## src/rtl/core/hsfc_pkg.sv

```systemverilog
// Shared types and constants for the half/single float converter.
// No dependencies; imported by every pipeline stage and the top level.
package hsfc_pkg;

   localparam logic [31:0] SGL_QNAN      = 32'h7FC0_0000;
   localparam logic [31:0] SGL_INF       = 32'h7F80_0000;
   localparam logic [14:0] HALF_INF      = 15'h7C00;
   localparam logic [4:0]  HALF_EXP_MAX  = 5'h1F;
   localparam logic [7:0]  SGL_EXP_MAX   = 8'hFF;
   localparam logic [7:0]  BIAS_DIFF     = 8'd112;
   localparam logic [7:0]  SUB_EXP_BASE  = 8'd103;
   localparam logic [7:0]  S2H_OVF_EXP   = 8'd143;
   localparam logic [7:0]  S2H_NORM_EXP  = 8'd113;
   localparam logic [7:0]  S2H_SUB_EXP   = 8'd102;
   localparam logic [4:0]  SGL_FRAC_TOP  = 5'd23;

   typedef enum logic [3:0] {
      KIND_H_ZERO,
      KIND_H_SUB,
      KIND_H_NORM,
      KIND_H_INF,
      KIND_H_NAN,
      KIND_S_ZERO,
      KIND_S_SUB,
      KIND_S_NORM,
      KIND_S_INF,
      KIND_S_NAN
   } kind_type;

   // decode stage output
   typedef struct packed {
      kind_type    kind;
      logic        sign;
      logic [3:0]  amt;    // half leading-one index, or single denorm shift
      logic [4:0]  exp;    // half exponent, or rebiased single exponent
      logic [22:0] frac;
   } dec_type;

   // shift stage output
   typedef struct packed {
      kind_type    kind;
      logic        sign;
      logic [4:0]  exp;
      logic [31:0] word;   // final single, or mantissa before rounding
   } shf_type;

endpackage

```

## src/rtl/core/hsfc_decode.sv

```systemverilog
// Stage 1: classifies the operand and finds exponent, shift and leading one.
// Depends on hsfc_pkg.
module hsfc_decode
   import hsfc_pkg::*;
(
   input  logic        clock,
   input  logic        reset,
   input  logic        in_valid,
   output logic        in_ready,
   input  logic        in_func,
   input  logic [31:0] in_operand,
   output logic        out_valid,
   input  logic        out_ready,
   output dec_type     out_data
);

   logic    valid_ff, valid_in;
   dec_type data_ff, data_in;

   logic [4:0] he;
   logic [9:0] hf;
   logic [7:0] se;
   logic [3:0] lead;
   logic [7:0] rebias;
   logic [7:0] dshift;

   assign he     = in_operand[14:10];
   assign hf     = in_operand[9:0];
   assign se     = in_operand[30:23];
   assign rebias = se - BIAS_DIFF;
   assign dshift = S2H_NORM_EXP - se;

   always_comb begin
      lead = 4'd0;
      for (int i = 0; i < 10; i++) begin
         if (hf[i]) begin
            lead = 4'(i);
         end
      end
   end

   always_comb begin
      data_in = data_ff;
      if (in_func == 1'b0) begin
         data_in.sign = in_operand[15];
         data_in.amt  = lead;
         data_in.exp  = he;
         data_in.frac = {13'd0, hf};
         if (he == HALF_EXP_MAX) begin
            data_in.kind = (hf != 10'd0) ? KIND_H_NAN : KIND_H_INF;
         end else if (he != 5'd0) begin
            data_in.kind = KIND_H_NORM;
         end else if (hf == 10'd0) begin
            data_in.kind = KIND_H_ZERO;
         end else begin
            data_in.kind = KIND_H_SUB;
         end
      end else begin
         data_in.sign = in_operand[31];
         data_in.amt  = dshift[3:0];
         data_in.exp  = rebias[4:0];
         data_in.frac = in_operand[22:0];
         if (se == SGL_EXP_MAX) begin
            data_in.kind = KIND_S_NAN;
         end else if (se >= S2H_OVF_EXP) begin
            data_in.kind = KIND_S_INF;
         end else if (se >= S2H_NORM_EXP) begin
            data_in.kind = KIND_S_NORM;
         end else if (se >= S2H_SUB_EXP) begin
            data_in.kind = KIND_S_SUB;
         end else begin
            data_in.kind = KIND_S_ZERO;
         end
      end
   end

   assign in_ready = !valid_ff || out_ready;
   assign valid_in = in_ready ? in_valid : valid_ff;

   always_ff @(posedge clock) begin
      if (reset) begin
         valid_ff <= 1'b0;
      end else begin
         valid_ff <= valid_in;
      end
   end

   always_ff @(posedge clock) begin
      if (in_ready) begin
         data_ff <= data_in;
      end
   end

   assign out_valid = valid_ff;
   assign out_data  = data_ff;

endmodule

```

## src/rtl/core/hsfc_shift.sv

```systemverilog
// Stage 2: builds single results and aligns single mantissas for rounding.
// Depends on hsfc_pkg.
module hsfc_shift
   import hsfc_pkg::*;
(
   input  logic    clock,
   input  logic    reset,
   input  logic    in_valid,
   output logic    in_ready,
   input  dec_type in_data,
   output logic    out_valid,
   input  logic    out_ready,
   output shf_type out_data
);

   logic    valid_ff, valid_in;
   shf_type data_ff, data_in;

   logic [23:0] norm_sh;
   logic [23:0] denorm_sh;
   logic [7:0]  norm_exp;
   logic [7:0]  sub_exp;

   assign norm_sh   = 24'(in_data.frac[9:0]) << (SGL_FRAC_TOP - {1'b0, in_data.amt});
   assign denorm_sh = {1'b1, in_data.frac} >> in_data.amt;
   assign norm_exp  = {3'd0, in_data.exp} + BIAS_DIFF;
   assign sub_exp   = {4'd0, in_data.amt} + SUB_EXP_BASE;

   always_comb begin
      data_in.kind = in_data.kind;
      data_in.sign = in_data.sign;
      data_in.exp  = in_data.exp;
      case (in_data.kind)
         KIND_H_NAN:  data_in.word = SGL_QNAN | {in_data.sign, 31'd0};
         KIND_H_INF:  data_in.word = SGL_INF | {in_data.sign, 31'd0};
         KIND_H_ZERO: data_in.word = {in_data.sign, 31'd0};
         KIND_H_NORM: data_in.word = {in_data.sign, norm_exp, in_data.frac[9:0], 13'd0};
         KIND_H_SUB:  data_in.word = {in_data.sign, sub_exp, norm_sh[22:0]};
         KIND_S_SUB:  data_in.word = {8'd0, denorm_sh};
         default:     data_in.word = {9'd0, in_data.frac};
      endcase
   end

   assign in_ready = !valid_ff || out_ready;
   assign valid_in = in_ready ? in_valid : valid_ff;

   always_ff @(posedge clock) begin
      if (reset) begin
         valid_ff <= 1'b0;
      end else begin
         valid_ff <= valid_in;
      end
   end

   always_ff @(posedge clock) begin
      if (in_ready) begin
         data_ff <= data_in;
      end
   end

   assign out_valid = valid_ff;
   assign out_data  = data_ff;

endmodule

```

## src/rtl/core/hsfc_round.sv

```systemverilog
// Stage 3: rounds half results half-up and drives the output register.
// Depends on hsfc_pkg.
module hsfc_round
   import hsfc_pkg::*;
(
   input  logic        clock,
   input  logic        reset,
   input  logic        in_valid,
   output logic        in_ready,
   input  shf_type     in_data,
   output logic        out_valid,
   input  logic        out_ready,
   output logic [31:0] out_result
);

   logic        valid_ff, valid_in;
   logic [31:0] result_ff, result_in;

   logic [14:0] norm_val;
   logic [10:0] sub_val;

   // rounding carry ripples into the exponent
   assign norm_val = {in_data.exp, 10'd0} + 15'(in_data.word[22:13])
                   + 15'(in_data.word[12]);
   assign sub_val  = in_data.word[23:13] + 11'(in_data.word[12]);

   always_comb begin
      case (in_data.kind)
         KIND_S_ZERO: result_in = 32'd0;
         KIND_S_INF:  result_in = {16'd0, in_data.sign, HALF_INF};
         KIND_S_NAN:  result_in = {16'd0, in_data.sign, HALF_EXP_MAX, in_data.word[22:13]};
         KIND_S_NORM: result_in = {16'd0, in_data.sign, norm_val};
         KIND_S_SUB:  result_in = {16'd0, in_data.sign, 4'd0, sub_val};
         default:     result_in = in_data.word;
      endcase
   end

   assign in_ready = !valid_ff || out_ready;
   assign valid_in = in_ready ? in_valid : valid_ff;

   always_ff @(posedge clock) begin
      if (reset) begin
         valid_ff <= 1'b0;
      end else begin
         valid_ff <= valid_in;
      end
   end

   always_ff @(posedge clock) begin
      if (in_ready) begin
         result_ff <= result_in;
      end
   end

   assign out_valid  = valid_ff;
   assign out_result = result_ff;

endmodule

```

## src/rtl/core/half_single_float_converter_unit.sv

```systemverilog
// Half/single float converter, three register stages: decode, shift, round.
// Each operand is registered in the decode, shift and round stages in turn before rsp_tvalid.
// Throughput: one transfer per cycle while rsp_tready is high; each stage holds while the next is not ready.
// Reset (synchronous, active high) clears all stage valid bits.
// Depends on hsfc_pkg, hsfc_decode, hsfc_shift, hsfc_round.
module half_single_float_converter_unit
   import hsfc_pkg::*;
(
   input  logic        clock,
   input  logic        reset,
   input  logic        req_tvalid,
   output logic        req_tready,
   input  logic [31:0] req_tdata,   // [31:0] operand
   input  logic        req_tuser,   // [0] func
   output logic        rsp_tvalid,
   input  logic        rsp_tready,
   output logic [31:0] rsp_tdata    // [31:0] result
);

   logic    dec_valid, dec_ready;
   dec_type dec_data;
   logic    shf_valid, shf_ready;
   shf_type shf_data;

   hsfc_decode u_decode (
      .clock      (clock),
      .reset      (reset),
      .in_valid   (req_tvalid),
      .in_ready   (req_tready),
      .in_func    (req_tuser),
      .in_operand (req_tdata),
      .out_valid  (dec_valid),
      .out_ready  (dec_ready),
      .out_data   (dec_data)
   );

   hsfc_shift u_shift (
      .clock     (clock),
      .reset     (reset),
      .in_valid  (dec_valid),
      .in_ready  (dec_ready),
      .in_data   (dec_data),
      .out_valid (shf_valid),
      .out_ready (shf_ready),
      .out_data  (shf_data)
   );

   hsfc_round u_round (
      .clock      (clock),
      .reset      (reset),
      .in_valid   (shf_valid),
      .in_ready   (shf_ready),
      .in_data    (shf_data),
      .out_valid  (rsp_tvalid),
      .out_ready  (rsp_tready),
      .out_result (rsp_tdata)
   );

endmodule
```

## config.mk

```make
export PLATFORM = sky130hd
export DESIGN_NAME = half_single_float_converter_unit
export DESIGN_NICKNAME = d
export VERILOG_FILES = /design/src/rtl/core/hsfc_pkg.sv /design/src/rtl/core/hsfc_decode.sv /design/src/rtl/core/hsfc_shift.sv /design/src/rtl/core/hsfc_round.sv /design/src/rtl/core/half_single_float_converter_unit.sv
export SDC_FILE = /design/constraint.sdc
export NUM_CORES = 1
export LEC_CHECK = 0
export BUFFER_PORTS_ARGS = -buffer_cell sky130_fd_sc_hd__buf_2
export CORE_AREA = 2 2 164 86
export DETAILED_ROUTE_END_ITERATION = 6
export DIE_AREA = 0 0 166 88
export HOLD_SLACK_MARGIN = 0.02
export PLACE_DENSITY = 0.68
export REMOVE_ABC_BUFFERS = 1
export SLEW_MARGIN = 20
export SYNTH_ARGS = -nofsm -noshare
export SYNTH_HDL_FRONTEND = slang
export SYNTH_SLANG_ARGS = --single-unit
```

## constraint.sdc

```tcl
create_clock -name clock -period 2.8 [get_ports clock]
set_clock_uncertainty 0.2 [all_clocks]
set_input_delay 0.28 -clock clock [delete_from_list [all_inputs] [get_ports clock]]
set_output_delay 0.28 -clock clock [all_outputs]
set_load 0.005 [all_outputs]
```

== Yosys cells after proc, flatten, opt, wreduce, memory -nomap -nowiden ==
Cells that the tools add are included.
Cells by class
  order comparisons: 3
  mux-type cells: 20
  shift-type cells: 2
  reductions and logical operators: 10
  equal/unequal tests: 12
  add/sub/neg operators: 8
Operators with widths (count)
  case mux 32 bit (6 select lines): 1
  case mux 32 bit (5 select lines): 1
  two-way mux 37 bit: 1
  two-way mux 4 bit: 7
  >> shifter 24 x 4 -> 24 bit: 1
  << shifter 10 x 5 -> 23 bit: 1
  equality test 4 x 3 -> 1 bit, second input constant: 5
  greater-or-equal comparator 8 x 7 -> 1 bit, second input constant: 2
  adder 15 x 1 -> 15 bit: 1
  adder 15 x 10 -> 15 bit: 1
  two-way mux 3 bit: 5
  adder 11 x 1 -> 11 bit: 1
  zero test 10 bit: 1
  nonzero test 10 bit: 1
  adder 4 x 7 -> 8 bit, second input constant: 1
  adder 5 x 7 -> 8 bit, second input constant: 1
  equality test 4 x 2 -> 1 bit, second input constant: 2
  equality test 4 bit, second input constant: 2
  equality test 8 bit, second input constant: 1
  greater-or-equal comparator 8 bit, second input constant: 1
  two-way mux 2 bit: 3
  equality test 5 bit, second input constant: 1
  nonzero test 5 bit: 1
  subtractor 5 x 4 -> 5 bit, first input constant: 1
  7 further kinds: 12
Storage, ports and cells
  output and inout bits: 34
  flip-flop bits (word level): 114
  logic and storage cells: 69

== Logic depth before layout (Yosys ltp) ==
Gate-level depths: netlist of run 1.
  word-level depth: 10
  gate-level depth with buffers: 9
  mapped depth without buffers: 7

== Cells and area by module ==
Synthesis of run 1 repeated with hierarchy kept, for this count alone.
Unflattened totals
  cell total of the unflattened synthesis: 597
  area, all modules: 6700.2 um^2
Modules (own cells, without submodules)
  hsfc_shift: area an instance 3189.3 um^2, times used 1, cells an instance 303
  hsfc_round: area an instance 1873.0 um^2, times used 1, cells an instance 174
  hsfc_decode: area an instance 1637.8 um^2, times used 1, cells an instance 120

== Worst setup path before layout of run 1 ==
OpenSTA, ideal clock, no wires.
  path kind: flip-flop to flip-flop
  start point: register u_round.valid_ff, in the netlist u_round.out_valid
  end point: register u_decode.data_ff (netlist bit u_decode.out_data[0]) (enable)
  stages on the path, launching flop included: 4
  arrival time: 1.350 ns
  library setup time: 0.522 ns
  setup slack: 0.728 ns
  buffers on the path: 0
  data required time: 2.078 ns
  path through: dfxtp_1 > nor2b_1 > and2_1 > nand2_1
On the way
  cells in the longest elaborated chain, start to end: 4
Ends and longest elaborated chain
  start, declared: line hsfc_round.sv:16  | logic valid_ff, valid_in;
  start signal, assigned: line hsfc_round.sv:45  | valid_ff <= valid_in;
  zero test 1 bit: line hsfc_round.sv:38  | assign in_ready = !valid_ff || out_ready;
  logical OR 1 bit: line hsfc_round.sv:38
  logical OR 1 bit: line hsfc_shift.sv:44  | assign in_ready = !valid_ff || out_ready;
  logical OR 1 bit: line hsfc_decode.sv:77  | assign in_ready = !valid_ff || out_ready;
  via req_tready: line half_single_float_converter_unit.sv:12  | output logic req_tready,
  end signal, assigned: line hsfc_decode.sv:90  | data_ff <= data_in;
  end, declared: line hsfc_decode.sv:18  | dec_type data_ff, data_in;
The timed path passes the listed nets, and every way through them passes these cells.
A chain may end at the register's enable or synchronous reset.

==> results of run 1 <==
-- logic make-up (layout without fill, tap and decap cells) --
group / Yosys count / count (layout) / share of synthesized area [%]
xor+xnor: 8 / 8 / 1.09
compound gates: 154 / 154 / 15.6
flops: 112 / 112 / 52.1
fa+ha+maj: 6 / 6 / 1.17
simple gates: 190 / 190 / 15.7
buf+inv: 54 / 144 / 4.08
mux: 54 / 54 / 10.3
-- critical path: cells and delay by family, from the launching register on --
kind                   cells  cell delay (ps)
DFF                        1              490
AOI/OAI and AO/OA          2              590
muxes                      1              530
buffers and inverters      2              430
-- flip-flops by register name (all words and copies together) (netlist names) --
signal	flops
u_decode.out_valid	1
u_shift.out_valid	1
u_round.out_valid	1
u_decode.out_data	37
u_shift.out_data	41
u_round.out_result	31
-- cells in the mapped netlist (8+ instances only) --
| cell | count |
|---|---|
| inv_1 | 16 |
| a21oi_1 | 46 |
| and2_1 | 36 |
| o221ai_1 | 11 |
| clkbuf_1 | 18 |
| nor2_1 | 41 |
| mux2_2 | 10 |
| buf_2 | 8 |
| nand2_1 | 48 |
| o21ai_0 | 30 |
| nand2b_1 | 11 |
| nor2b_1 | 10 |
| mux2i_1 | 36 |
| edfxtp_1 | 109 |
| nor3_1 | 9 |
-- per-layer routing --
metal	vias to the layer above	global-route usage (%)
met4	0	6.72
met3	29	8.95
met1	2445	38.2
met2	300	35.2
li1	2359	-
met5	-	0
-- worst paths after layout --
path                            depth (start not counted)                     to  slack, ps
worst max-delay path                                    5   u_shift.out_data[20]        330
worst min-delay path                                    2  u_decode.out_data[18]         20
worst max register to register                          5   u_shift.out_data[20]        330
worst min register to register                          2      u_round.out_valid        270
-- power groups by stage --
stage	registers, mW	logic, mW	clock network (mW)
after floorplan	2.20	0.407	0
final	2.18	0.787	1.37
after detailed placement	2.21	0.745	0
after CTS	2.18	0.769	1.38
after global routing	2.20	0.859	1.46
after global placement	2.21	0.751	0
-- metrics by stage --
stage                     hold WS, ps  utilization, %  instance area, um^2  worst slack (ps)
after floorplan                   152               -                 6210               265
after global placement            248            52.8                 6950               483
after detailed placement          255            52.8                 6950               468
after CTS                        20.4            56.6                 7460               442
after global routing             30.5            56.7                 7470               301
final                            20.1            56.7                 7470               331
-- area by class of cell --
class	count	share of cell area [%]
tap	176	2.95
timing repair buffer	111	9.62
multi-input combinational	412	37.6
sequential	112	44.6
clock inverter	7	1.29
inverter	17	0.855
clock buffer	9	3.02
-- cells in the final DEF, fill, tap and decap left out, types with 5 or more instances in the layout --
cell type	n
dlygate4sd3_1	19
buf_2	70
o221ai_1	11
nor3_1	9
o21ai_1	5
o22ai_1	5
xnor2_1	5
edfxtp_1	109
clkbuf_16	9
buf_4	21
mux2i_1	36
and3_1	7
a211oi_1	6
a22oi_1	6
nand2b_1	11
mux4_2	7
ha_1	6
mux2_2	10
a21oi_1	46
and2_1	36
nand3_1	6
o21ai_0	30
o211ai_1	5
nand2_1	48
nor2b_1	10
inv_1	16
a221o_1	5
nor2_1	41
-- what timing repair did --
item,in CTS,in global routing
endpoints found under the hold margin,19,1
hold buffers,18,1
endpoints found under the setup margin,0,0
==> metrics, run 1 <==
status completed; Register Area 3330 um^2; Most used DFF post-synth edfxtp_1; Detail Route Antenna Nets 0; final period utilization 88.2%; Worst-path clk slew 80 ps; Slowest cell on crit path mux2i_1; Fillers about 1100; share of cells above drive strength 1 between 20 and 25%; core area ~13000 um^2; Post-Layout Cell Count between 800 and 900; post-synth top area cell edfxtp_1; CP Class flip-flop to flip-flop; Cell Area, Synth roughly 6400 um^2; clk buf depth 2; CP Launch Type flip-flop; initial core utilization around 49%; H-tree depth 3; # port buffers 70; CP arrival ~2400 ps; Met1 Routed Length 8720 um; Tot Pwr approximately 4.3 mW; Yosys reg bits about 110; Horiz. Die Dim around 170 um; WL/cell between 20 and 25 um; post-synthesis sequential area ratio roughly 52%; yosys warns 0; Worst Hold Class input port to flip-flop; io pins about 70; DIE AREA 14600 um^2; Sequential Power Share between 50% and 60%; initial antenna violation count 0; Synth top area share around 50%; ys async rst share 0%; CP peak stage delay roughly 530 ps; Post-CTS Setup Bufs 0; max cap viols 0; minimum clock period ~2500 ps; top cells by area, synth edfxtp_1 51%, mux2i_1 5.6%, a21oi_1 3.6%, and2_1 3.5%, nand2_1 2.8%; via count 5133; post_cts resized 0; WP data required between 2000 and 3000 ps; PD cells between 500 and 600 nW/um^2; drt drc 0; switching share of power roughly 30%; P_sw ~1.3 mW; Nets slightly above 700; fmax ~0.41 GHz; Hold Crit Start req_tdata[18]; critical-path cell list inv_2, buf_4, mux2i_1, a221oi_1, o211ai_1; Met3 Wirelength a little over 2000 um; syn avg cell area 11.1 um^2; area of the multi-input gates 2810 um^2; Ant. Diodes 0; top sig layer met4; # rows 30; initial DRC count between 500 and 600; slew margin rel. between 40% and 50%; Clock Latency Late Sink between 300 and 400 ps; endpoints failing setup 0; RSZ-0062 raised after global routing no; setup TNS 0 ps; Cell Int Power ~3.0 mW; number of flops mapped to enable cells by yosys ~110; CTS tree done; worst slew pin tran 775 ps; Fin. Hold Viols 0; Pre-antenna DRT Iters 5; Critical Path Fanout Max 9; final WL roughly 18000 um; Synth cell types 61; clock share of power between 30% and 40%; GRT Util Overall about a quarter; Max VDD drop 0.312 mV; Sink Count 112; largest net degree at the start of global routing 42; total CTS buffers 9; Cells after DPL between 800 and 900; WL met2 7200 um; Die Y between 80 and 90 um; Critical Path Start u_decode.out_data[28]; post-DP HPWL roughly 13000 um; CP Capture Type flip-flop; RePlAce Congestion between 1 and 1.5; P_leak around 3.0 nW; grt ovf 0; Comb power frac 18.2%; Slew Limit Fails 0; Synth Instances ~580; Crit Reg-Reg Startpoint u_decode.out_data[28]; number of global-route vias before repair roughly 4800; Area Growth Syn to Fin 16.6%; post-DR vias/cell roughly 6.1; first-pass GRT wire length around 28000 um; Root Buffer clkbuf_16
Power figures use the tool's default switching activity.
==> inputs of run 2 (changes only) <==
MAX_ROUTING_LAYER = met4   (was default)
PLACE_DENSITY = 0.7   (was 0.68)
TNS_END_PERCENT = 50   (was default)
==> metrics, run 2 (synthesis gave the netlist of run 1 again) <==
final period utilization 88.4% (was 88.2%); Die Y 88 um (unchanged); CP arrival 2350 ps (was 2390 ps); largest net degree at the start of global routing 42 (unchanged); Cell Int Power 3.05 mW (about the same); minimum clock period 2470 ps (about the same); Worst-path clk slew 80 ps (about the same); WP data required 2680 ps (was 2720 ps); reg-to-reg slack, setup 330 ps (about the same); fmax 0.404 GHz (was 0.405 GHz); Pre-antenna DRT Iters 5 (unchanged); WL/cell 22.6 um (was 21.7 um); DIE AREA 14600 um^2 (unchanged); hold path depth 2 (unchanged); Hold Crit Start req_tdata[20] (was req_tdata[18]); Slew Limit Fails 0 (unchanged); Fin. Hold Viols 0 (unchanged); setup TNS 0 ps (unchanged); Fillers 1134 (was 1115); switching share of power 29.8% (was 29.7%); Sink Count 112 (unchanged); post-DR vias/cell 6.20 (was 6.08); WL met2 7540 um (was 7200 um); Met3 Wirelength 2210 um (was 2030 um); Area Growth Syn to Fin 17.3% (was 16.6%); # rows 30 (unchanged); Root Buffer clkbuf_16 (unchanged); slew margin rel. 46.8% (was 48.2%); first-pass GRT wire length 28600 um (was 28100 um); most frequent cells in the layout 109 x edfxtp_1, 70 x buf_2, 48 x nand2_1, 46 x a21oi_1, 41 x nor2_1 (unchanged); grt ovf 0 (unchanged); initial DRC count 595 (was 510); top sig layer met4 (unchanged); Worst Hold Path EP u_decode.out_data[20] (was u_decode.out_data[18]); clock share of power 31.3% (was 31.5%); CTS tree done (unchanged); Register Area 3330 um^2 (unchanged); CP Class flip-flop to flip-flop (unchanged); Crit Reg-Reg Startpoint u_decode.out_data[29] (was u_decode.out_data[28]); final WL 19100 um (was 18300 um); CP Capture Type flip-flop (unchanged); initial core utilization 48.6% (unchanged); P_sw 1.29 mW (about the same); Nets 706 (unchanged); number of global-route vias before repair 4788 (was 4842); area of the multi-input gates 2810 um^2 (unchanged); total CTS buffers 9 (unchanged); # port buffers 70 (unchanged); Max VDD drop 0.288 mV (was 0.312 mV); Worst Hold Class input port to flip-flop (unchanged); Critical Path Fanout Max 35 (was 9); post-DP HPWL 14000 um (was 13500 um); RePlAce Congestion 1.09 (was 1.03); max cap viols 0 (unchanged); reg2reg end u_shift.out_data[11] (was u_shift.out_data[20]); via count 5236 (was 5133); worst r2r path cells 6 (was 5); P_leak 3.03 nW (was 3.01 nW); final core occ 57.0% (was 56.7%); drt drc 0 (unchanged); Horiz. Die Dim 166 um (unchanged); commonest non-fill, non-tap cell in the layout edfxtp_1 (unchanged); status completed (unchanged); worst slew pin tran 789 ps (was 775 ps); Comb power frac 18.2% (about the same); Detail Route Antenna Nets 0 (unchanged); H-tree depth 3 (unchanged); max reg flops 41 (unchanged); initial antenna violation count 0 (unchanged); endpoints failing setup 0 (unchanged); io pins 71 (unchanged); Tot Pwr 4.34 mW (was 4.33 mW); CP Launch Type flip-flop (unchanged); GRT Util Overall 27.3% (was 25.6%); core area 13200 um^2 (unchanged); Clock Latency Late Sink 360 ps (was 350 ps); Sequential Power Share 50.6% (was 50.3%); PD cells 578 nW/um^2 (was 580 nW/um^2); clk buf depth 2 (unchanged); Ant. Diodes 0 (unchanged); share of cells above drive strength 1 20.1% (was 20.4%); Critical Path Start u_decode.out_data[29] (was u_decode.out_data[28]); RSZ-0062 raised after global routing no (unchanged); Met1 Routed Length 9190 um (was 8720 um)
-- run 2: metal layers --
layer / vias up / track usage, %
met3: 17 / 9.22
met1: 2527 / 40.1
li1: 2360 / -
met4: 0 / 5.45
met2: 332 / 36.2
met5: - / -
-- run 2: stage by stage --
step	area, um^2	std cells	setup WS (ps)	hold WS (ps)
CTS	7510	844	522	20.2
floorplan	6210	541	265	152
global route	7510	844	347	34.6
finish	7510	844	326	30.6
global placement	6980	807	442	242
detailed placement	6980	807	525	254
-- run 2: cell type report --
cell class                      count  area share [%]
Timing Repair Buffer              111            10.1
Inverter                           17           0.850
Clock inverter                      7            1.28
Multi-Input combinational cell    412            37.4
Tap cell                          176            2.93
Sequential cell                   112            44.4
Clock buffer                        9            3.00
-- run 2: worst max path at each step --
stage               cells past startpoint              endpoint
detailed placement                      6   u_shift.out_data[3]
CTS                                     6  u_shift.out_data[11]
finish                                  6  u_shift.out_data[11]
floorplan                               5  u_shift.out_data[21]
global route                            6   u_shift.out_data[3]
global placement                        6   u_shift.out_data[3]
-- run 2: repair_timing --
item                      4_1_cts  5_1_grt
gates resized for setup         0        0
hold buffers                   21        0
hold endpoints to repair       21        0
buffers inserted                0        0
-- run 2: worst max-delay path, stage by stage, from the launching register on --
cell,delay (ps)
edfxtp_1,380
buf_12,220
mux2_2,380
nor2_1,190
a21oi_1,80
mux2i_1,480
o221ai_1,230
-- run 2: power by group through the flow --
stage,clock [mW],combinational [mW],sequential (mW)
global route,1.45,0.849,2.21
global placement,0,0.749,2.22
finish,1.36,0.788,2.19
CTS,1.39,0.770,2.19
floorplan,0,0.407,2.20
detailed placement,0,0.743,2.22
